**src/rtl/core/assert_macros.svh**
```systemverilog
// Assertion macros shared by the RTL.
`ifndef ASSERT_MACROS_SVH
`define ASSERT_MACROS_SVH
`ifndef ASSERT_OFF
`define ASSERT_IMPL(label, clk, rst_n, prop, msg) \
	label: assert property (@(posedge clk) disable iff (!rst_n) prop) else $error(msg);
`define ASSERT_NEVER(label, clk, rst_n, expr, msg) \
	label: assert property (@(posedge clk) disable iff (!rst_n) !(expr)) else $error(msg);
`else
`define ASSERT_IMPL(label, clk, rst_n, prop, msg)
`define ASSERT_NEVER(label, clk, rst_n, expr, msg)
`endif
`endif

```
**src/rtl/core/oqp_pkg.sv**
```systemverilog
//------------------------------------------------------------------------------
// oqp_pkg
// Shared types and constants for the operation queue with purge.
//------------------------------------------------------------------------------
package oqp_pkg;

	localparam int QueueDepthDef = 16;
	localparam int NumPoolsDef   = 4;
	localparam int PoolSlotsDef  = 8;
	localparam int MaxDropReports = 16;

	localparam logic [2:0] CMD_PUSH_BACK  = 3'd0;
	localparam logic [2:0] CMD_PUSH_FRONT = 3'd1;
	localparam logic [2:0] CMD_POP        = 3'd2;
	localparam logic [2:0] CMD_RELEASE    = 3'd3;
	localparam logic [2:0] CMD_PURGE      = 3'd4;

	localparam logic [1:0] ST_OK   = 2'd0;
	localparam logic [1:0] ST_ERR  = 2'd1;
	localparam logic [1:0] ST_WAIT = 2'd2;

	localparam logic [31:0] ID_INIT     = 32'd10;
	localparam logic [31:0] ID_KILL     = 32'd11;
	localparam logic [31:0] ID_START    = 32'd12;
	localparam logic [31:0] ID_SHUTDOWN = 32'd14;
	localparam logic [3:0]  KIND_RR_RECEIVED = 4'd1;
	localparam logic [1:0]  MS_IDLE  = 2'd0;
	localparam logic [1:0]  MS_READY = 2'd1;

	localparam logic [1:0] REG_LIMIT0 = 2'd0;

	// queue entry
	typedef struct packed {
		logic [1:0]  pool;
		logic        act;
		logic [3:0]  kind;
		logic [31:0] op_id;
		logic [15:0] module_id;
		logic [7:0]  len;
		logic [31:0] word;
	} entry_t;

	// controller -> datapath
	typedef struct packed {
		logic push_back;
		logic push_front;
		logic pop;
		logic release_slot;
		logic purge_start;
		logic walk_rd;
		logic walk_step;
	} dp_cmd_t;

	// datapath -> controller
	typedef struct packed {
		logic push_ok;
		logic pop_wait;
		logic pop_empty;
		logic rel_ok;
		logic walk_done;
		logic walk_report;
	} dp_stat_t;

endpackage

```
**src/rtl/core/oqp_datapath.sv**
```systemverilog
//------------------------------------------------------------------------------
// oqp_datapath
// Entry memory, pointers, counters, pool budget and purge walk.
//------------------------------------------------------------------------------
module oqp_datapath import oqp_pkg::*; #(
	parameter int QUEUE_DEPTH = QueueDepthDef,
	parameter int NUM_POOLS   = NumPoolsDef,
	parameter int POOL_SLOTS  = PoolSlotsDef
) (
	input  logic        clk,
	input  logic        arst_n,
	input  dp_cmd_t     cmd,
	output dp_stat_t    stat,
	input  logic [3:0]  pool_index,
	input  logic [31:0] op_id,
	input  logic [3:0]  op_kind,
	input  logic        activating,
	input  logic [7:0]  param_len,
	input  logic [31:0] param_word,
	input  logic [15:0] module_id,
	input  logic [1:0]  module_state,
	input  logic [7:0]  limit [4],
	output entry_t      rd_entry,
	output logic [4:0]  rep_cnt
);

	localparam int PW = (QUEUE_DEPTH > 1) ? $clog2(QUEUE_DEPTH) : 1;
	localparam int CW = $clog2(QUEUE_DEPTH + 1);
	localparam int SW = $clog2(POOL_SLOTS + 1);
	localparam logic [PW-1:0] LAST_IDX = PW'(QUEUE_DEPTH - 1);

	entry_t mem_q [QUEUE_DEPTH];
	logic [PW-1:0] head_q, tail_q;
	logic [CW-1:0] count_q, walk_left_q;
	// start entries counted by a purge stay counted after their pop,
	// so the activating count can reach twice the depth
	logic [CW:0]   act_q;
	logic [SW-1:0] free_q [4];
	logic          start_seen_q;
	logic [1:0]    mstate_q;
	logic [4:0]    rep_q;

	function automatic logic [PW-1:0] nxt(input logic [PW-1:0] i);
		return (i == LAST_IDX) ? '0 : i + 1'b1;
	endfunction
	function automatic logic [PW-1:0] prv(input logic [PW-1:0] i);
		return (i == '0) ? LAST_IDX : i - 1'b1;
	endfunction

	// push checks and entry build
	logic          pool_ok;
	logic [1:0]    pl;
	logic [7:0]    clen;
	logic [31:0]   cword;
	entry_t        new_e;
	assign pl      = pool_index[1:0];
	assign pool_ok = ({28'd0, pool_index} < 32'(NUM_POOLS));
	always_comb begin
		clen  = (param_len > limit[pl]) ? limit[pl] : param_len;
		cword = param_word;
		case (clen)
			8'd0: cword = '0;
			8'd1: cword = {24'd0, param_word[7:0]};
			8'd2: cword = {16'd0, param_word[15:0]};
			8'd3: cword = {8'd0, param_word[23:0]};
			default: cword = param_word;
		endcase
		new_e = '{pool: pl, act: activating, kind: op_kind, op_id: op_id,
			module_id: module_id, len: clen, word: cword};
	end

	assign stat.push_ok   = pool_ok && (free_q[pl] != '0) && (count_q < CW'(QUEUE_DEPTH));
	assign stat.pop_wait  = (act_q == '0);
	assign stat.pop_empty = (count_q == '0);
	assign stat.rel_ok    = pool_ok;
	assign stat.walk_done = (walk_left_q == '0);
	assign rep_cnt = rep_q;

	// registered memory read at head
	always_ff @(posedge clk) begin
		rd_entry <= mem_q[head_q];
	end

	// purge decision on the entry read out
	logic keep, cnt_act;
	always_comb begin
		keep = 1'b0; cnt_act = 1'b0;
		if (rd_entry.op_id == ID_START && mstate_q == MS_READY) begin
			keep = 1'b1; cnt_act = 1'b1;
		end else if (start_seen_q || rd_entry.op_id == ID_KILL ||
			(rd_entry.op_id == ID_SHUTDOWN && mstate_q != MS_IDLE) ||
			(rd_entry.op_id == ID_INIT && mstate_q == MS_IDLE)) begin
			keep = 1'b1; cnt_act = rd_entry.act;
		end
	end
	assign stat.walk_report = !keep && rd_entry.kind == KIND_RR_RECEIVED &&
		rep_q < 5'(MaxDropReports);

	// memory write
	always_ff @(posedge clk) begin
		if (cmd.push_back && stat.push_ok) mem_q[tail_q] <= new_e;
		else if (cmd.push_front && stat.push_ok) mem_q[prv(head_q)] <= new_e;
		else if (cmd.walk_step && keep) mem_q[tail_q] <= rd_entry;
	end

	// control registers
	always_ff @(posedge clk or negedge arst_n) begin
		if (!arst_n) begin
			head_q <= '0; tail_q <= '0; count_q <= '0; act_q <= '0;
			walk_left_q <= '0; start_seen_q <= 1'b0; mstate_q <= '0; rep_q <= '0;
			for (int i = 0; i < 4; i++) free_q[i] <= SW'(POOL_SLOTS);
		end else begin
			if ((cmd.push_back || cmd.push_front) && stat.push_ok) begin
				if (cmd.push_back) tail_q <= nxt(tail_q);
				else head_q <= prv(head_q);
				count_q <= count_q + 1'b1;
				if (activating) act_q <= act_q + 1'b1;
				free_q[pl] <= free_q[pl] - 1'b1;
			end
			if (cmd.pop && !stat.pop_wait && !stat.pop_empty) begin
				head_q <= nxt(head_q);
				count_q <= count_q - 1'b1;
				if (rd_entry.act) act_q <= act_q - 1'b1;
			end
			if (cmd.release_slot && pool_ok && free_q[pl] < SW'(POOL_SLOTS))
				free_q[pl] <= free_q[pl] + 1'b1;
			if (cmd.purge_start) begin
				walk_left_q <= count_q;
				act_q <= '0;
				start_seen_q <= 1'b0;
				mstate_q <= module_state;
				rep_q <= '0;
			end
			if (cmd.walk_step) begin
				walk_left_q <= walk_left_q - 1'b1;
				head_q <= nxt(head_q);
				if (keep) begin
					tail_q <= nxt(tail_q);
					if (cnt_act) act_q <= act_q + 1'b1;
					if (rd_entry.op_id == ID_START && mstate_q == MS_READY)
						start_seen_q <= 1'b1;
				end else begin
					count_q <= count_q - 1'b1;
					if (free_q[rd_entry.pool] < SW'(POOL_SLOTS) &&
						{30'd0, rd_entry.pool} < 32'(NUM_POOLS))
						free_q[rd_entry.pool] <= free_q[rd_entry.pool] + 1'b1;
					if (stat.walk_report) rep_q <= rep_q + 1'b1;
				end
			end
		end
	end

	logic unused;
	assign unused = cmd.walk_rd;

endmodule

```
**src/rtl/core/oqp_ctrl.sv**
```systemverilog
//------------------------------------------------------------------------------
// oqp_ctrl
// Command sequencer and result register.
//------------------------------------------------------------------------------
module oqp_ctrl import oqp_pkg::*; (
	input  logic        clk,
	input  logic        arst_n,
	input  logic        in_valid,
	output logic        in_ready,
	input  logic [2:0]  cmd,
	output logic        out_valid,
	input  logic        out_ready,
	output dp_cmd_t     dcmd,
	input  dp_stat_t    stat,
	input  entry_t      rd_entry,
	output logic [1:0]  status,
	output entry_t      out_e,
	output logic        dropped_request_valid,
	output logic [31:0] dropped_request_id,
	output logic        last
);

	typedef enum logic [2:0] {S_IDLE, S_POP, S_WREAD, S_WALK, S_WOUT, S_FIN} state_t;
	state_t state_q;

	logic acc, free_out;
	assign free_out = !out_valid || out_ready;
	assign in_ready = (state_q == S_IDLE) && free_out;
	assign acc = in_valid && in_ready;

	// commands decoded from state and the accepted request
	always_comb begin
		dcmd = '0;
		dcmd.push_back    = acc && cmd == CMD_PUSH_BACK;
		dcmd.push_front   = acc && cmd == CMD_PUSH_FRONT;
		dcmd.release_slot = acc && cmd == CMD_RELEASE;
		dcmd.purge_start  = acc && cmd == CMD_PURGE;
		dcmd.pop          = state_q == S_POP;
		dcmd.walk_rd      = state_q == S_WREAD;
		dcmd.walk_step    = state_q == S_WALK && (!stat.walk_report || free_out);
	end

	// state and result register
	always_ff @(posedge clk or negedge arst_n) begin
		if (!arst_n) begin
			state_q <= S_IDLE;
			out_valid <= 1'b0;
			status <= ST_OK; out_e <= '0; dropped_request_valid <= 1'b0;
			dropped_request_id <= '0; last <= 1'b0;
		end else begin
			if (out_valid && out_ready) out_valid <= 1'b0;
			case (state_q)
				S_IDLE: if (acc) begin
					out_e <= '0; dropped_request_valid <= 1'b0;
					dropped_request_id <= '0; last <= 1'b1;
					case (cmd)
						CMD_PUSH_BACK, CMD_PUSH_FRONT: begin
							status <= stat.push_ok ? ST_OK : ST_ERR;
							out_valid <= 1'b1;
						end
						CMD_RELEASE: begin
							status <= stat.rel_ok ? ST_OK : ST_ERR;
							out_valid <= 1'b1;
						end
						CMD_POP:   state_q <= S_POP;
						CMD_PURGE: state_q <= S_WREAD;
						default: begin
							status <= ST_ERR;
							out_valid <= 1'b1;
						end
					endcase
				end
				S_POP: begin
					last <= 1'b1; out_valid <= 1'b1; state_q <= S_IDLE;
					if (stat.pop_wait) status <= ST_WAIT;
					else if (stat.pop_empty) status <= ST_ERR;
					else begin
						status <= ST_OK; out_e <= rd_entry;
					end
				end
				S_WREAD: state_q <= stat.walk_done ? S_FIN : S_WALK;
				S_WALK: if (dcmd.walk_step) begin
					if (stat.walk_report) begin
						status <= ST_OK; out_e <= '0; last <= 1'b0;
						dropped_request_valid <= 1'b1;
						dropped_request_id <= rd_entry.word;
						out_valid <= 1'b1;
					end
					state_q <= S_WOUT;
				end
				S_WOUT: state_q <= S_WREAD;
				S_FIN: if (free_out) begin
					status <= ST_OK; out_e <= '0; last <= 1'b1;
					dropped_request_valid <= 1'b0; dropped_request_id <= '0;
					out_valid <= 1'b1; state_q <= S_IDLE;
				end
				default: state_q <= S_IDLE;
			endcase
		end
	end

endmodule

```
**src/rtl/core/operation_queue_with_purge.sv**
```systemverilog
//------------------------------------------------------------------------------
// operation_queue_with_purge
// Deque of operation descriptors with pool budget, pop gating and purge.
//------------------------------------------------------------------------------
// channel | direction | handshake
// in      | input     | in_valid / in_ready
// out     | output    | out_valid / out_ready
// cfg     | input     | cfg_we (no wait)
// Push, release, unknown: registered on acceptance. Pop: S_POP, registered read.
// Purge: S_WREAD, S_WALK, S_WOUT per entry walked, then S_WREAD and S_FIN.
// A stalled result holds the block; reset clears pointers, counts and pools.
//------------------------------------------------------------------------------
`include "assert_macros.svh"
module operation_queue_with_purge import oqp_pkg::*; #(
	parameter int QUEUE_DEPTH = QueueDepthDef,
	parameter int NUM_POOLS   = NumPoolsDef,
	parameter int POOL_SLOTS  = PoolSlotsDef
) (
	input  logic        clk,
	input  logic        arst_n,
	input  logic        cfg_we,
	input  logic [1:0]  cfg_index,
	input  logic [7:0]  cfg_data,
	input  logic        in_valid,
	output logic        in_ready,
	input  logic [2:0]  cmd,
	input  logic [3:0]  pool_index,
	input  logic [31:0] op_id,
	input  logic [3:0]  op_kind,
	input  logic        activating,
	input  logic [7:0]  param_len,
	input  logic [31:0] param_word,
	input  logic [15:0] module_id,
	input  logic [1:0]  module_state,
	output logic        out_valid,
	input  logic        out_ready,
	output logic [1:0]  status,
	output logic [31:0] out_op_id,
	output logic [3:0]  out_op_kind,
	output logic        out_activating,
	output logic [7:0]  out_param_len,
	output logic [31:0] out_param_word,
	output logic [15:0] out_module_id,
	output logic [1:0]  out_pool,
	output logic        dropped_request_valid,
	output logic [31:0] dropped_request_id,
	output logic        last
);

	logic [7:0] limit_q [4];
	dp_cmd_t    dcmd;
	dp_stat_t   stat;
	entry_t     rd_entry, out_e;
	logic [4:0] rep_cnt;

	// limit registers
	always_ff @(posedge clk or negedge arst_n) begin
		if (!arst_n) begin
			for (int i = 0; i < 4; i++) limit_q[i] <= 8'hFF;
		end else if (cfg_we) begin
			limit_q[cfg_index - REG_LIMIT0] <= cfg_data;
		end
	end

	oqp_datapath #(.QUEUE_DEPTH(QUEUE_DEPTH), .NUM_POOLS(NUM_POOLS),
		.POOL_SLOTS(POOL_SLOTS)) u_dp (
		.clk, .arst_n, .cmd(dcmd), .stat, .pool_index, .op_id, .op_kind,
		.activating, .param_len, .param_word, .module_id, .module_state,
		.limit(limit_q), .rd_entry, .rep_cnt
	);

	oqp_ctrl u_ctrl (
		.clk, .arst_n, .in_valid, .in_ready, .cmd, .out_valid, .out_ready,
		.dcmd, .stat, .rd_entry, .status, .out_e, .dropped_request_valid,
		.dropped_request_id, .last
	);

	assign out_op_id      = out_e.op_id;
	assign out_op_kind    = out_e.kind;
	assign out_activating = out_e.act;
	assign out_param_len  = out_e.len;
	assign out_param_word = out_e.word;
	assign out_module_id  = out_e.module_id;
	assign out_pool       = out_e.pool;

	`ASSERT_NEVER(a_rep_bound, clk, arst_n, rep_cnt > 5'(MaxDropReports), "report overflow")
	`ASSERT_IMPL(a_drop_not_last, clk, arst_n, out_valid && dropped_request_valid |-> !last, "drop marked last")
	`ASSERT_IMPL(a_wait_no_data, clk, arst_n, out_valid && status == ST_WAIT |-> out_op_id == '0, "wait with data")

endmodule
```
**config.mk**
```make
export PLATFORM = sky130hd
export DESIGN_NAME = operation_queue_with_purge
export DESIGN_NICKNAME = d
export VERILOG_FILES = /design/src/rtl/core/oqp_pkg.sv /design/src/rtl/core/oqp_datapath.sv /design/src/rtl/core/oqp_ctrl.sv /design/src/rtl/core/operation_queue_with_purge.sv
export VERILOG_INCLUDE_DIRS = /design/src /design/src/rtl/core
export SDC_FILE = /design/constraint.sdc
export NUM_CORES = 2
export LEC_CHECK = 0
export ABC_AREA = 1
export ABC_CLOCK_PERIOD_IN_PS = 10250
export BUFFER_PORTS_ARGS = -buffer_cell sky130_fd_sc_hd__buf_2
export CELL_PAD_IN_SITES_DETAIL_PLACEMENT = 1
export CELL_PAD_IN_SITES_GLOBAL_PLACEMENT = 2
export CORE_ASPECT_RATIO = 1.25
export CORE_MARGIN = 4
export CORE_UTILIZATION = 45
export CTS_CLUSTER_SIZE = 8
export DETAILED_ROUTE_END_ITERATION = 7
export GPL_ROUTABILITY_DRIVEN = 1
export PLACE_DENSITY = 0.8
export SETUP_SLACK_MARGIN = 0.5
export SLEW_MARGIN = 10
export SYNTH_ARGS = -nofsm -noshare
export SYNTH_HDL_FRONTEND = slang
export SYNTH_SLANG_ARGS = --single-unit
```
**constraint.sdc**
```tcl
create_clock -name clk -period 10.25 [get_ports clk]
set_input_delay 2.05 -clock clk [delete_from_list [all_inputs] [get_ports clk]]
set_output_delay 2.05 -clock clk [all_outputs]
set_load 0.005 [all_outputs]
```
; ---- After elaboration in Yosys (flattened, before gate mapping)
; Memory sizes are Yosys's and may differ from the RTL's. A register that Yosys moved wholly into a read port is not among the register bits.
; Cells that the tools add are included.
[word_totals]
out_inout_bits = 133
input_bits = 117
n_memories = 1
ramBits = 1520
elab_cells = 268
reg_bits = 215
[memory_table]
columns = name, words, width, rd, rd_clocked_by_memory_dff, write_ports, line
row1 = u_dp.mem_q, 16, 95, 1, 1, 1, oqp_datapath.sv:32  ; entry_t mem_q [QUEUE_DEPTH];
[op_classes]
magnitude_cmp = 12
n_eq_ne = 29
muxes = 121
n_reduce_logical = 60
n_addsub = 12
bitwise_logic = 4
[op_table]
columns = operator, count
row1 = two-way mux 95 bit, 8
row2 = case mux 95 bit (4 select lines), 1
row3 = == test 32 x 4 -> 1 bit (second input constant), 4
row4 = two-way mux 32 bit, 4
row5 = case mux 32 bit (4 select lines), 1
row6 = case mux 32 bit (3 select lines), 1
row7 = OR reduction 95 bit, 1
row8 = two-way mux 16 bit, 5
row9 = two-way mux 4 bit, 18
row10 = two-way mux 5 bit, 10
row11 = bitwise mux 16 bit, 3
row12 = two-way mux 6 bit, 8
row13 = two-way mux 1 bit, 35
row14 = bitwise mux 32 bit, 1
row15 = two-way mux 8 bit, 4
row16 = logical AND 1 bit, 26
row17 = adder 4 x 1 -> 4 bit (second input constant), 4
row18 = binary-select mux 4 bit (select 2 bit), 2
row19 = binary-select mux 8 bit (select 2 bit), 1
row20 = demux 4 bit (select 2 bit), 2
row21 = demux 8 bit (select 2 bit), 1
row22 = == test 8 x 2 -> 1 bit (second input constant), 2
row23 = case mux 3 bit (5 select lines), 1
row24 = == test 3 x 2 -> 1 bit (second input constant), 4
row25 = other kinds (46), 91

; ---- Longest topological paths before layout
[logic_depth]
ltp_word = 19
depth_mapped = 24

; ---- Cells and area by module
; From an unflattened synthesis, not the netlist that was laid out.
[unflattened]
cells_unflattened = 6312
hier_area_um2 = 73939.7
[by_module_without_submodules]
columns = mod, area_each_um2, seq_area_each_um2, n_inst, cells_each
row1 = oqp_datapath, 65878.2, 48751.8, 1, 5300
row2 = oqp_ctrl, 6585.1, 3378.2, 1, 869
row3 = operation_queue_with_purge, 1476.4, 840.8, 1, 143

; ---- Least setup slack after synthesis
; No wires, ideal clock.
[synth_timing]
kind = input to register
startpoint = in pool_index[1]
endpoint = mem u_dp.mem_q[5][0] in the netlist's numbering, enable pin
path_slack_ns = 1.898
required_ns = 9.700
t_arrival_ns = 7.802
path_stages = 17
n_path_buf = 3
path_cell_list = buf_6 nand2_4 inv_4 buf_6 nand2_1 o21ai_0 nor2_1 ha_1 nand3_4 nand3_2 buf_6 nand2_2 o21ai_2 inv_2 nor2_2 nand2_1 nor2_1
[synth_between]
elab_chain_cells = 13
word_cells_on_any_way = 22
cone_classes = 1 x order compare / 13 x mux / 2 x bitwise / 6 x reduce/logical
[synth_lines]
columns = element, line
row1 = "start, declared", operation_queue_with_purge.sv:27  ; input logic [3:0] pool_index,
row2 = NOT 2 -> 3 bit (not written as such), oqp_datapath.sv:72  ; assign stat.push_ok = pool_ok && (free_q[pl] != '0) && (count_q < CW'(QUEUE_DEPTH));
row3 = binary-select mux 4 bit (select 2 bit), oqp_datapath.sv:72
row4 = two-way mux 4 bit (not written as such) (2 in a row), oqp_datapath.sv:72
row5 = nonzero test 4 bit, oqp_datapath.sv:72
row6 = logical AND 1 bit (*) (2 in a row), oqp_datapath.sv:72
row7 = logical AND 1 bit, oqp_datapath.sv:102  ; else if (cmd.push_front && stat.push_ok) mem_q[prv(head_q)] <= new_e;
row8 = two-way mux 1 bit, oqp_datapath.sv:102
row9 = two-way mux 1 bit, oqp_datapath.sv:101  ; if (cmd.push_back && stat.push_ok) mem_q[tail_q] <= new_e;
row10 = two-way mux 1 bit (on tied branches), "oqp_datapath.sv:102, oqp_datapath.sv:103"
row11 = OR reduction 95 bit (no line) or bitwise OR 1 bit (tied branches), -
row12 = two-way mux 4 bit (no line) or two-way mux 1 bit (tied branches), -
row13 = "end, declared", oqp_datapath.sv:32
; Mark *: on every way between the ends. The rest lies on a longest branch, timed or not. The select of a mux whose other input is x is not followed.

; ---- Final worst setup path
[layout_timing]
startpoint = in pool_index[1]
endpoint = mem u_dp.mem_q[8][55] in the netlist's numbering, enable pin
; The elaborated chain is that of the path after synthesis.

==> run summary <==
Data on the critical path arrives at its endpoint at 6.54 ns. The portion of total power attributed to sequential cells came out at 38.8%. The first global-routing pass estimated 341000 um of wire. Counting stages on the worst path, the most repeated cell is sky130_fd_sc_hd__nand2_1. The detailed-router iteration count before antenna repair came out at 8. The average detailed-routed wire length per instance came out at 25.9 um.

The proportion of power drawn by the clock network is 35.5%. The instance count along the most critical hold path came out at 2. The initial antenna violation count came out at 11. For this run, the top clock speed supported by timing is 166 MHz.

The internal reg-to-reg setup slack came out at 5.04 ns. From left edge to right edge, the die measures 369 um. The worst hold path belongs to the class reg2reg.

The worst slew margin relative to its limit is 17.3%. The required time of the worst setup path is 10.75 ns. The cell depth of the worst flop-to-flop path is 10. The minimum clock period came out at 6.04 ns. Once the floorplan was initialized, standard cells occupied 45.3% of the core. Once the clock tree was built, the setup fixing pass inserted 0 buffers. 250 I/O pins were placed.

The worst reg2reg path startpoint is u_dp.mstate_q[1]$_DFFE_PN0P_. No sink is reached through more buffers than the 4 on the longest clock path. During synthesis, Yosys emitted a total of 0 warnings.

For this design the total switching power over the nets is 7.93 mW. The cell count after synthesis is 6208. The detailed-route wire length came out at 228000 um.

The count of endpoints failing hold in the final timing report is 0. The insertion delay of the later-clocked pin in the worst-skew pair came out at 0.92 ns. TritonCTS built the clock tree. The number of enable flip-flop cells after synthesis came out at 1520. The pin count of the biggest net entering global routing is 250. The proportion of synthesized chip area in sequential cells came out at 72.2%. The count of H-tree levels built during CTS came out at 5. The number of vias per cell came out at 5.81. The detailed placer's ending HPWL came out at 124000 um. Setup repair after global routing left no endpoint under its margin. The number of sinks handled by clock tree synthesis came out at 1830.

The setup-violating endpoint count in the final report is 0. The combinational cell fraction of total power is 25.7%. The number of hold buffers added after CTS was 0. The most used flip-flop cell after synthesis is sky130_fd_sc_hd__edfxtp_1. The post-cts sizing count is 0. A synthesized cell averages 11.8 sq um. The flow ran to the end, and the final reports show no timing, DRC or antenna violations. The row count is 165.

The floorplan die area came out at 170000 sq um. The detailed router finished its first iteration with 4683 violations. The cell area after technology mapping is 73400 sq um.

Counting every net in the synthesized netlist gives 6347. The internal power came out at 15.3 mW. The leakage component of the power came out at 31.1 nW. The number of pins with negative max-slew slack in the final report is 0. The launch point of the worst hold path is u_ctrl.out_e[8]$_DFFE_PN0P_. The count of distinct cell types in the synthesized netlist came out at 52. The worst setup path is launched from an input pin. In this run the vertical extent of the chip is 460 um. The area growth from synthesis to layout is 15.4%.

After synthesis the netlist holds a flip-flop and latch count of 1830. The aggregate negative setup slack is 0 ns. The share of final-layout standard cells stronger than drive strength 1 is 12.0%. The worst register-to-register path ends at u_dp.mem_q[8][55]$_DFFE_PP_.

The largest fanout of any net on the critical path came out at 41. The finished layout holds 8806 standard cells, fillers aside. Clock tree synthesis selected as its root buffer the cell sky130_fd_sc_hd__clkbuf_16.

After global routing the overflow that remains totals 0. The terminating pin of the worst hold path is u_ctrl.out_e[8]$_DFFE_PN0P_. The critical path goes through buf_2 -> inv_2 -> nand2_1 -> o21ai_0 -> nor2_1 -> nand2_1 -> ha_1 -> nand3_4 -> nand3_2 -> nand2_1 -> nand2_1 -> nor2_4 -> buf_4.

The delay of the slowest critical-path stage came out at 0.88 ns. The cell with the largest stage delay on the worst path is sky130_fd_sc_hd__nor2_4. The critical path class is in2reg. For this run, asynchronously set or reset flops after synthesis account for 11.7%. The routability congestion estimate came out at 0.831. The total power draw came out at 23.2 mW. The total number of vias came out at 51158. For this run, the post-layout net count is 6601.

The library cell used most frequently in the layout, excluding fill and tap cells, is sky130_fd_sc_hd__edfxtp_1. Global routing used 26.6% of the available tracks. The slew at the pin with the worst max-slew slack is 1.23 ns. Across the run, the number of max-cap violations was 0. For this run, the share of the core covered by cells in the final layout is 52.3%. The core area came out at 162000 sq um. STA classifies the critical path endpoint as a flip-flop. The switching part of the total power came out at 34.1%. The final critical path takes up 58.9% of the cycle. The placed cell count came out at 8351. During placement, the flow inserted port buffers numbering 249. The detail route stage leaves a number of antenna-violating nets equal to 0.

The via count of the first global-routing pass is 53439. After detailed routing, the number of remaining DRC violations is 0. After clock tree synthesis, the clock-pin slew on the worst setup and hold paths is 0.05 ns.

The peak supply drop came out at 340 uV. The final clock skew came out at 0.0656 ns. The library cells used most frequently in the layout, excluding fill and tap cells, are sky130_fd_sc_hd__edfxtp_1, sky130_fd_sc_hd__nand2_1, sky130_fd_sc_hd__nor2_1. The number of buffers inserted during clock tree synthesis is 279. In this run the power density over the cells is 274 nW/um^2.
==> registers in the layout, summed over array words and instances, names as in the netlist <==
register                      flops
u_dp.start_seen_q                 1
u_ctrl.dropped_request_id        32
u_ctrl.last                       1
u_dp.tail_q                       4
u_ctrl.dropped_request_valid      1
u_ctrl.status                     2
u_dp.count_q                      5
u_dp.walk_left_q                  5
u_dp.act_q                        6
u_dp.mstate_q                     2
u_dp.head_q                       4
u_dp.rd_entry                    95
u_ctrl.out_valid                  1
u_dp.mem_q                     1520
u_ctrl.out_e                     95
u_dp.free_q                      16
u_dp.rep_cnt                      5
u_ctrl.state_q                    3
limit_q                          32
==> power groups by stage <==
stage	Combinational [mW]	Sequential, mW	Clock (mW)
floorplan	3.86	8.90	0
global placement	5.72	9.14	0
detailed placement	5.89	9.15	0
CTS	5.96	9.02	8.38
global route	6.58	9.06	8.75
finish	5.96	9.03	8.25
==> routing by layer <==
metal | GRT usage (%) | share of wire (%) | vias to the layer above
met5 | 0 | 0.023 | -
met4 | 7.11 | 2.3 | 10
met3 | 4.79 | 7.1 | 399
met2 | 43.1 | 47 | 1884
met1 | 37.3 | 43 | 26165
li1 | - | - | 22700
==> critical path, delay by kind of cell <==
family | cells | cell delay [ns]
AO/OA/AOI/OAI | 1 | 0.13
adder cells (fa/ha/maj) | 1 | 0.32
buffers and inverters | 3 | 1.16
AND/OR/NAND/NOR | 8 | 2.78
==> logic make-up after synthesis <==
| logic type | after synthesis | synth area share, % |
|---|---|---|
| xor gates and xnor gates | 21 | 0.251 |
| adders and majority gates | 22 | 0.375 |
| buffers and inverters | 632 | 3.42 |
| and+or+nand+nor | 2266 | 12.6 |
| DFF | 1830 | 72.2 |
| AOI/OAI and AO/OA | 1437 | 11.2 |
==> per-stage QoR <==
stage	setup WS, ns	hold slack, ns	cell area (sq um)
after floorplan	1.90	0.424	73400
after global placement	3.43	0.446	76900
after detailed placement	3.39	0.453	76900
after CTS	4.35	0.465	84700
after global routing	3.99	0.475	84700
final	4.21	0.459	84700
==> worst max path at each step <==
stage             startpoint                     endpoint  slack, ns  cells past startpoint
6_report       pool_index[1]  u_dp.mem_q[8][55]$_DFFE_PP_       4.21                     13
5_1_grt        pool_index[1]  u_dp.mem_q[8][49]$_DFFE_PP_       3.99                     13
4_1_cts        pool_index[1]  u_dp.mem_q[8][31]$_DFFE_PP_       4.35                     13
3_5_place_dp   pool_index[1]  u_dp.mem_q[8][45]$_DFFE_PP_       3.39                     13
3_3_place_gp   pool_index[1]  u_dp.mem_q[8][43]$_DFFE_PP_       3.43                     13
2_1_floorplan  pool_index[1]   u_dp.mem_q[5][0]$_DFFE_PP_       1.90                     17
==> final cells by class <==
type / instances / area (sq um)
Fill cell: 16692 / 77100
Sequential cell: 1830 / 53000
Multi-Input combinational cell: 3746 / 18000
Clock buffer: 445 / 7740
Tap cell: 2171 / 2720
Timing Repair Buffer: 367 / 2230
Inverter: 238 / 983
Clock inverter: 6 / 71.3
Antenna cell: 3 / 7.51
==> synthesized netlist by cell type, drive strengths merged, types with 3 or more instances <==
master | instances | area share [%]
nand2 | 990 | 5.1
o2111ai | 3 | 0.036
or2 | 3 | 0.026
dfxtp | 95 | 2.6
a22oi | 8 | 0.082
o221ai | 108 | 1.3
xnor2 | 7 | 0.084
dfrtp | 179 | 6.1
nand3 | 260 | 1.8
nor2 | 955 | 5.1
buf | 71 | 0.54
ha | 22 | 0.38
a21oi | 22 | 0.17
nand3b | 28 | 0.29
clkbuf | 323 | 1.7
o21ai | 929 | 6.4
o22ai | 276 | 2.4
nand4 | 11 | 0.10
dfstp | 36 | 1.3
inv | 237 | 1.2
o211ai | 84 | 0.86
nor3 | 15 | 0.10
xor2 | 14 | 0.17
edfxtp | 1520 | 62
Power figures use the tool's default switching activity.
